--- src/rebq_pkg.sv ---
// Shared types, constants and helper functions for the rotary encoder and button qualifier.
`default_nettype none

package rebq_pkg;

    localparam int TIME_BITS = 16;
    localparam int CFG_W     = 16;
    localparam int CMP_W     = (TIME_BITS > CFG_W) ? TIME_BITS : CFG_W;

    localparam logic [TIME_BITS-1:0] TIME_MAX = {TIME_BITS{1'b1}};

    typedef enum logic [2:0] {
        CFG_STEPS    = 3'd0,
        CFG_DEBOUNCE = 3'd1,
        CFG_GUARD    = 3'd2,
        CFG_MENU     = 3'd3,
        CFG_POWER    = 3'd4
    } cfg_index_t;

    localparam logic [3:0]       STEPS_RESET    = 4'd4;
    localparam logic [CFG_W-1:0] DEBOUNCE_RESET = 16'd30;
    localparam logic [CFG_W-1:0] GUARD_RESET    = 16'd300;
    localparam logic [CFG_W-1:0] MENU_RESET     = 16'd1200;
    localparam logic [CFG_W-1:0] POWER_RESET    = 16'd3500;

    localparam logic signed [1:0] QUAD_TABLE [16] = '{
        2'sd0, -2'sd1, 2'sd1, 2'sd0, 2'sd1, 2'sd0, 2'sd0, -2'sd1,
        -2'sd1, 2'sd0, 2'sd0, 2'sd1, 2'sd0, 2'sd1, -2'sd1, 2'sd0
    };

    typedef struct packed {
        logic                 enc_edge;
        logic signed [1:0]    direction;
        logic [TIME_BITS-1:0] since_edge;
    } enc_status_t;

    typedef struct packed {
        logic click;
        logic click_near_rotation;
        logic menu_hold;
        logic power_hold;
        logic pressed;
    } btn_status_t;

    function automatic logic [TIME_BITS-1:0] sat_inc(input logic [TIME_BITS-1:0] v);
        return (v == TIME_MAX) ? v : TIME_BITS'(v + 1'b1);
    endfunction

endpackage

`default_nettype wire

--- src/rebq_encoder.sv ---
// Quadrature decoder with detent accumulator and saturating edge timer.
`default_nettype none

module rebq_encoder (
    input  wire logic                  aclk,
    input  wire logic                  aresetn,
    input  wire logic                  step,
    input  wire logic [1:0]            ab,
    input  wire logic [3:0]            steps_per_detent,
    output rebq_pkg::enc_status_t      status
);
    import rebq_pkg::*;

    logic [1:0]           prev_ab_reg, prev_ab_next;
    logic signed [4:0]    accum_reg, accum_next;
    logic [TIME_BITS-1:0] since_edge_reg, since_edge_next;

    logic signed [5:0]    sum;
    logic signed [5:0]    steps;
    logic [3:0]           steps_eff;

    always_comb begin
        steps_eff = (steps_per_detent == 4'd0) ? 4'd1 : steps_per_detent;
        steps     = $signed({2'b00, steps_eff});
        sum       = 6'(accum_reg) + 6'(QUAD_TABLE[{prev_ab_reg, ab}]);

        status.enc_edge  = (ab != prev_ab_reg);
        status.direction = 2'sd0;
        accum_next       = sum[4:0];
        if (sum >= steps) begin
            accum_next       = 5'sd0;
            status.direction = 2'sd1;
        end else if (sum <= -steps) begin
            accum_next       = 5'sd0;
            status.direction = -2'sd1;
        end

        since_edge_next   = status.enc_edge ? '0 : sat_inc(since_edge_reg);
        status.since_edge = since_edge_next;
        prev_ab_next      = ab;
    end

    always_ff @(posedge aclk) begin
        if (!aresetn) begin
            prev_ab_reg    <= 2'b00;
            accum_reg      <= 5'sd0;
            since_edge_reg <= TIME_MAX;
        end else if (step) begin
            prev_ab_reg    <= prev_ab_next;
            accum_reg      <= accum_next;
            since_edge_reg <= since_edge_next;
        end
    end

endmodule

`default_nettype wire

--- src/rebq_button.sv ---
// Button debouncer with click, rotation guard and hold event detection.
`default_nettype none

module rebq_button (
    input  wire logic                     aclk,
    input  wire logic                     aresetn,
    input  wire logic                     step,
    input  wire logic                     button_raw,
    input  wire logic [rebq_pkg::TIME_BITS-1:0] since_edge,
    input  wire logic [rebq_pkg::CFG_W-1:0]     debounce_ticks,
    input  wire logic [rebq_pkg::CFG_W-1:0]     rotation_guard_ticks,
    input  wire logic [rebq_pkg::CFG_W-1:0]     menu_hold_ticks,
    input  wire logic [rebq_pkg::CFG_W-1:0]     power_hold_ticks,
    output rebq_pkg::btn_status_t         status
);
    import rebq_pkg::*;

    logic                 last_raw_reg, last_raw_next;
    logic [TIME_BITS-1:0] since_raw_reg, since_raw_next;
    logic                 stable_reg, stable_next;
    logic [TIME_BITS-1:0] press_reg, press_next;
    logic                 menu_done_reg, menu_done_next;
    logic                 power_done_reg, power_done_next;

    logic accept;
    logic menu_done_base;
    logic power_done_base;

    always_comb begin
        last_raw_next  = button_raw;
        since_raw_next = (button_raw != last_raw_reg) ? '0 : sat_inc(since_raw_reg);
        accept         = (CMP_W'(since_raw_next) > CMP_W'(debounce_ticks)) &&
                         (button_raw != stable_reg);
        stable_next    = accept ? button_raw : stable_reg;

        status.pressed = accept && !button_raw;
        status.click   = accept && button_raw && !menu_done_reg && !power_done_reg;
        status.click_near_rotation = status.click &&
                                     (CMP_W'(since_edge) < CMP_W'(rotation_guard_ticks));

        if (status.pressed) begin
            press_next      = '0;
            menu_done_base  = 1'b0;
            power_done_base = 1'b0;
        end else begin
            press_next      = stable_next ? press_reg : sat_inc(press_reg);
            menu_done_base  = menu_done_reg;
            power_done_base = power_done_reg;
        end

        status.menu_hold  = !stable_next && !menu_done_base &&
                            (CMP_W'(press_next) >= CMP_W'(menu_hold_ticks));
        status.power_hold = !stable_next && !power_done_base &&
                            (CMP_W'(press_next) >= CMP_W'(power_hold_ticks));
        menu_done_next    = menu_done_base || status.menu_hold;
        power_done_next   = power_done_base || status.power_hold;
    end

    always_ff @(posedge aclk) begin
        if (!aresetn) begin
            last_raw_reg   <= 1'b1;
            since_raw_reg  <= '0;
            stable_reg     <= 1'b1;
            press_reg      <= '0;
            menu_done_reg  <= 1'b0;
            power_done_reg <= 1'b0;
        end else if (step) begin
            last_raw_reg   <= last_raw_next;
            since_raw_reg  <= since_raw_next;
            stable_reg     <= stable_next;
            press_reg      <= press_next;
            menu_done_reg  <= menu_done_next;
            power_done_reg <= power_done_next;
        end
    end

endmodule

`default_nettype wire

--- src/rotary_encoder_and_button_qualifier_unit.sv ---
// Top level of the rotary encoder and button qualifier with stream ports and config registers.
// Each input word is one sampled tick of encoder A/B and the active-low button; each one
// yields exactly one result word. The input word is captured in an input register, the
// encoder and button state advance as it moves into the result register, so when the output
// side is not stalled a new word is taken every cycle and a result becomes valid at the
// clock edge after the one that accepts its input. The encoder accumulator and the debounce
// and hold counters update their state as each word advances into the result register.
// Configuration writes take effect at once.
`default_nettype none

module rotary_encoder_and_button_qualifier_unit (
    input  wire logic        aclk,
    input  wire logic        aresetn,
    input  wire logic        s_tvalid,
    output logic             s_tready,
    input  wire logic [7:0]  s_tdata,   // enc_a, enc_b, button_raw, zero fill
    output logic             m_tvalid,
    input  wire logic        m_tready,
    output logic [7:0]       m_tdata,   // direction[1:0], click, click_near_rotation,
                                        // menu_hold, power_hold, user_activity, zero fill
    input  wire logic        cfg_we,
    input  wire logic [2:0]  cfg_index,
    input  wire logic [15:0] cfg_wdata
);
    import rebq_pkg::*;

    logic [3:0]       steps_reg;
    logic [CFG_W-1:0] debounce_reg;
    logic [CFG_W-1:0] guard_reg;
    logic [CFG_W-1:0] menu_reg;
    logic [CFG_W-1:0] power_reg;

    logic       in_valid_reg;
    logic [2:0] in_data_reg;
    logic       out_valid_reg;
    logic [6:0] out_data_reg, out_data_next;

    logic        out_ready;
    logic        advance;
    enc_status_t enc_status;
    btn_status_t btn_status;

    assign out_ready = !out_valid_reg || m_tready;
    assign advance   = in_valid_reg && out_ready;
    assign s_tready  = !in_valid_reg || out_ready;
    assign m_tvalid  = out_valid_reg;
    assign m_tdata   = {1'b0, out_data_reg};

    always_ff @(posedge aclk) begin
        if (!aresetn) begin
            steps_reg    <= STEPS_RESET;
            debounce_reg <= DEBOUNCE_RESET;
            guard_reg    <= GUARD_RESET;
            menu_reg     <= MENU_RESET;
            power_reg    <= POWER_RESET;
        end else if (cfg_we) begin
            case (cfg_index)
                CFG_STEPS:    steps_reg    <= cfg_wdata[3:0];
                CFG_DEBOUNCE: debounce_reg <= cfg_wdata;
                CFG_GUARD:    guard_reg    <= cfg_wdata;
                CFG_MENU:     menu_reg     <= cfg_wdata;
                CFG_POWER:    power_reg    <= cfg_wdata;
                default: begin
                end
            endcase
        end
    end

    rebq_encoder u_encoder (
        .aclk             (aclk),
        .aresetn          (aresetn),
        .step             (advance),
        .ab               ({in_data_reg[0], in_data_reg[1]}),
        .steps_per_detent (steps_reg),
        .status           (enc_status)
    );

    rebq_button u_button (
        .aclk                 (aclk),
        .aresetn              (aresetn),
        .step                 (advance),
        .button_raw           (in_data_reg[2]),
        .since_edge           (enc_status.since_edge),
        .debounce_ticks       (debounce_reg),
        .rotation_guard_ticks (guard_reg),
        .menu_hold_ticks      (menu_reg),
        .power_hold_ticks     (power_reg),
        .status               (btn_status)
    );

    always_comb begin
        out_data_next = {enc_status.enc_edge || btn_status.pressed || btn_status.click,
                         btn_status.power_hold,
                         btn_status.menu_hold,
                         btn_status.click_near_rotation,
                         btn_status.click,
                         enc_status.direction};
    end

    always_ff @(posedge aclk) begin
        if (!aresetn) begin
            in_valid_reg  <= 1'b0;
            out_valid_reg <= 1'b0;
        end else begin
            if (s_tready) begin
                in_valid_reg <= s_tvalid;
            end
            if (out_ready) begin
                out_valid_reg <= in_valid_reg;
            end
        end
    end

    always_ff @(posedge aclk) begin
        if (s_tvalid && s_tready) begin
            in_data_reg <= s_tdata[2:0];
        end
        if (advance) begin
            out_data_reg <= out_data_next;
        end
    end

endmodule

`default_nettype wire
--- config.mk ---
export PLATFORM = sky130hd
export DESIGN_NAME = rotary_encoder_and_button_qualifier_unit
export DESIGN_NICKNAME = d
export VERILOG_FILES = /design/src/rebq_pkg.sv /design/src/rebq_encoder.sv /design/src/rebq_button.sv /design/src/rotary_encoder_and_button_qualifier_unit.sv
export SDC_FILE = /design/constraint.sdc
export NUM_CORES = 1
export LEC_CHECK = 0
export ABC_AREA = 1
export BUFFER_PORTS_ARGS = -buffer_cell sky130_fd_sc_hd__buf_2
export CAP_MARGIN = 25
export CORE_ASPECT_RATIO = 1.2
export CORE_UTILIZATION = 42
export DETAILED_ROUTE_END_ITERATION = 8
export GPL_ROUTABILITY_DRIVEN = 0
export PLACE_DENSITY_LB_ADDON = 0.12
export SLEW_MARGIN = 20
export SYNTH_ARGS = -nofsm -noshare
export SYNTH_HDL_FRONTEND = slang
export SYNTH_HIERARCHICAL = 1
export SYNTH_SLANG_ARGS = --single-unit
--- constraint.sdc ---
create_clock -name aclk -period 5.4 [get_ports aclk]
set_input_delay 1.08 -clock aclk [delete_from_list [all_inputs] [get_ports aclk]]
set_output_delay 1.08 -clock aclk [all_outputs]
set_load 0.03 [all_outputs]
==> flow_metrics.py <==
metrics = {
    "hold_path": {
        "hp-class": "flip-flop to flip-flop",
    },
    "clock_tree": {
        "clkTransAtPathRegs_ps": 60,
        "cts_tree": "yes",
        "htreeDepth": 4,
        "post_cts_buffers": 0,
        "cts_resized": 0,
        "hold_buffers": 0,
        "cts_made_buffers": 17,
        "cts-root-buf": "clkbuf_16",
        "insertion_delay_ps": 420,
        "cts_buffer_depth": 2,
        "clock_sinks": 139,
    },
    "floorplanning": {
        "core_area_um2": 22450,
        "io_pins": 42,
        "rows": 60,
        "die_area_um2": 23440,
        "die_y_um": 167.5,
        "start_util": 0.4271,
        "die_w_um": 139.9,
    },
    "drt": {
        "via_per_inst": 5.026,
        "drt-initial-drc-count": 382,
        "ant_nets": 0,
        "wl_mm": 24.01,
        "vias": 8468,
        "route.detailed.drc": 0,
        "dr.pass1.iters": 5,
        "routedWlPerCell_um": 14.25,
    },
    "worst_setup_path": {
        "critical_path.endpoint": "out_data_reg[5]$_DFFE_PP_",
        "cp.arrival_ps": 4940,
        "r2r_end": "out_data_reg[5]$_DFFE_PP_",
        "cp_common_cell": "nand2_1",
        "r2r_slack_ps": 640,
        "start_kind": "flip-flop",
        "crit_fanout": 12,
        "critical_path_class": "flip-flop to flip-flop",
        "cp-startpoint": "u_button/since_raw_reg[0]$_SDFFE_PN0P_",
        "critical_path_required_ps": 5590,
        "r2r-start": "u_button/since_raw_reg[0]$_SDFFE_PN0P_",
        "reg2reg_depth": 32,
        "slowest_delay_ps": 400,
        "end_kind": "flip-flop",
        "slowest_stage": "dfxtp_1",
    },
    "pwr": {
        "p_switching_mw": 1.145,
        "p_comb_frac": 0.281,
        "sw_frac_of_total": 0.3467,
        "p_per_area_nw_per_um2": 315.3,
        "power_leakage_nw": 5.214,
        "seqPwrFrac": 0.349,
        "vdd.ir_drop.worst_uv": 213.8,
        "clockPowerShare": 0.370,
        "p_int_mw": 2.157,
    },
    "sta": {
        "fin_ws_ps": 643.4,
        "hold_violations": 0,
        "fin_crit_sh": 0.8809,
        "drv_slew": 0,
        "finClkSkew_ps": 10.95,
        "fin_tns_setup_ps": 0,
        "slew_headroom": 0.3611,
        "setup_viol_count_final": 0,
        "max_freq_mhz": 210.2,
        "fin_crit_ps": 4757,
        "grt_setup_unrepaired": "no",
        "tightest_slew_ps": 956.0,
    },
    "logic_synthesis": {
        "synth.avg_cell_area_um2": 6.948,
        "synth-seq-cells": 139,
        "yosysUniqueCellTypes": 53,
        "synthArstFlopShare": 0,
        "ys_seq_area_frac": 0.3007,
        "yosysWarnings": 6,
        "synth-main-ff-cell": "dfxtp_1",
        "netlist.area_leader.share": 0.2693,
        "synthesis.nets": 1499,
        "synth_top_area_cell": "dfxtp_1",
        "netlist_area_um2": 9588,
        "synth_area_leaders": "dfxtp_1 (27%), ha_1 (11%), nand2_1 (10%), inv_1 (8.3%), nand3_1 (7.4%)",
        "synthCells": 1380,
        "synth_edf_count": 10,
    },
    "placed_design": {
        "dpl_cell_area_um2": 9862,
        "dp_hpwl_mm": 17.86,
        "pre_cts_ws_ps": 632.8,
        "portBuffers": 35,
    },
    "global_route": {
        "grt_pass1_vias": 8093,
        "antenna_found_initial": 1,
        "grt.total_usage": 0.2149,
        "grt_pass1_wl_mm": 40.17,
        "grt_max_degree": 60,
        "grt_overflow": 0,
    },
    "outcome": {
        "outcome": "complete, no violations",
    },
    "finish": {
        "post-route-cell-area_um2": 10470,
        "layout.nets": 1512,
        "num_antenna_cells": 0,
        "area.growth.synth_to_final_pct": 9.239,
        "drive_above_1_share": 0.1174,
    },
    "run": {
        "drv_cap": 0,
    },
}
[worst min-delay path by stage]
| stage | from | to | depth (start not counted) |
|---|---|---|---|
| floorplan | menu_reg[10]$_SDFFE_PN1P_ | menu_reg[10]$_SDFFE_PN1P_ | 2 |
| global placement | menu_reg[7]$_SDFFE_PN1P_ | menu_reg[7]$_SDFFE_PN1P_ | 2 |
| detailed placement | menu_reg[10]$_SDFFE_PN1P_ | menu_reg[10]$_SDFFE_PN1P_ | 2 |
| CTS | menu_reg[10]$_SDFFE_PN1P_ | menu_reg[10]$_SDFFE_PN1P_ | 2 |
| global route | menu_reg[7]$_SDFFE_PN1P_ | menu_reg[7]$_SDFFE_PN1P_ | 2 |
| finish | menu_reg[4]$_SDFFE_PN1P_ | menu_reg[4]$_SDFFE_PN1P_ | 2 |
[power by group through the flow]
stage               combinational, mW  sequential [mW]  clock (mW)
floorplan                       0.715             1.17           0
CTS                             0.938             1.15        1.25
global placement                0.919             1.17           0
detailed placement              0.932             1.17           0
finish                          0.928             1.15        1.22
global route                     1.06             1.16        1.30
[critical path: cells and delay by family (launching register included)]
kind	cells	cell delay (ps)
compound gates	3	310
simple gates	22	2810
buf+inv	4	220
fa+ha+maj	3	780
flops	1	400
[layout by cell type, fill, tap and decap left out, types with 3 or more instances in the layout]
cell        netlist  final
clkbuf_16         0     17
bufinv_16         0      3
nand3_1         142    142
edfxtp_1         10     10
nand4_1          14     14
nor3_1           10     10
clkinvlp_4        0      4
o21bai_1          4      4
nor2_4            7      7
clkinv_4          1      3
o21ai_1           3      3
buf_4            10      6
clkinv_2          0      3
a21oi_2          13     13
o21ai_0          64     64
nor2_1          145    144
ha_1             86     86
a21oi_1         106    105
xnor2_1           9      9
nand2_1         261    261
inv_2             9      9
buf_2             6     34
nand2_4           4      4
inv_1           212    212
o211ai_1         12     12
nor3_2            5      5
nand3_2          18     18
nor2_2           11     12
nand2_2          12     12
dfxtp_1         129    129
xor2_1           13     13
[per-stage QoR]
stage | power (mW) | util | hold WS (ps) | instances
2_1_floorplan | 1.885 | - | 428.9 | 1380
3_3_place_gp | 2.093 | 0.4394 | 438.9 | 1653
3_5_place_dp | 2.106 | 0.4394 | 445.9 | 1653
4_1_cts | 3.339 | 0.4665 | 464.1 | 1685
5_1_grt | 3.517 | 0.4666 | 482.0 | 1685
6_report | 3.302 | 0.4666 | 461.7 | 1685
[layer usage]
metal	up-vias	share of wire	track usage
met1	3847	0.45	0.2509
met5	-	0.00033	0
met4	2	0.023	0.07645
met3	37	0.028	0.03717
met2	102	0.50	0.3911
li1	4480	-	-
[kinds of logic (layout without fill, tap and decap cells)]
group	count (synthesis)	count (layout)	synth area share
other cells	2	2	0.0007833
compound gates	215	215	0.1257
buf+inv	269	295	0.1210
simple gates	646	646	0.3175
flops	139	139	0.3007
fa+ha+maj	87	87	0.1143
xor+xnor	22	22	0.02010
[final cells by class]
type / count / area, um2
clock inverter: 14 / 170.2
tap: 279 / 349.1
fill: 2332 / 11970
clock buffer: 18 / 439.2
multi-input combinational: 972 / 5559
sequential: 139 / 2883
timing repair buffer: 41 / 235.2
inverter: 222 / 838.3
[cell usage after synthesis (3+ instances only)]
master / count
nand2_1: 261
inv_1: 212
nor2_1: 145
nand3_1: 142
dfxtp_1: 129
a21oi_1: 106
ha_1: 86
o21ai_0: 64
nand3_2: 18
clkbuf_1: 17
nand4_1: 14
a21oi_2: 13
xor2_1: 13
buf_6: 12
nand2_2: 12
o211ai_1: 12
nor2_2: 11
buf_4: 10
edfxtp_1: 10
nor3_1: 10
inv_2: 9
xnor2_1: 9
nor2_4: 7
buf_2: 6
nor3_2: 5
nand2_4: 4
o21bai_1: 4
o21ai_1: 3
(Power assumes the default switching activity.)
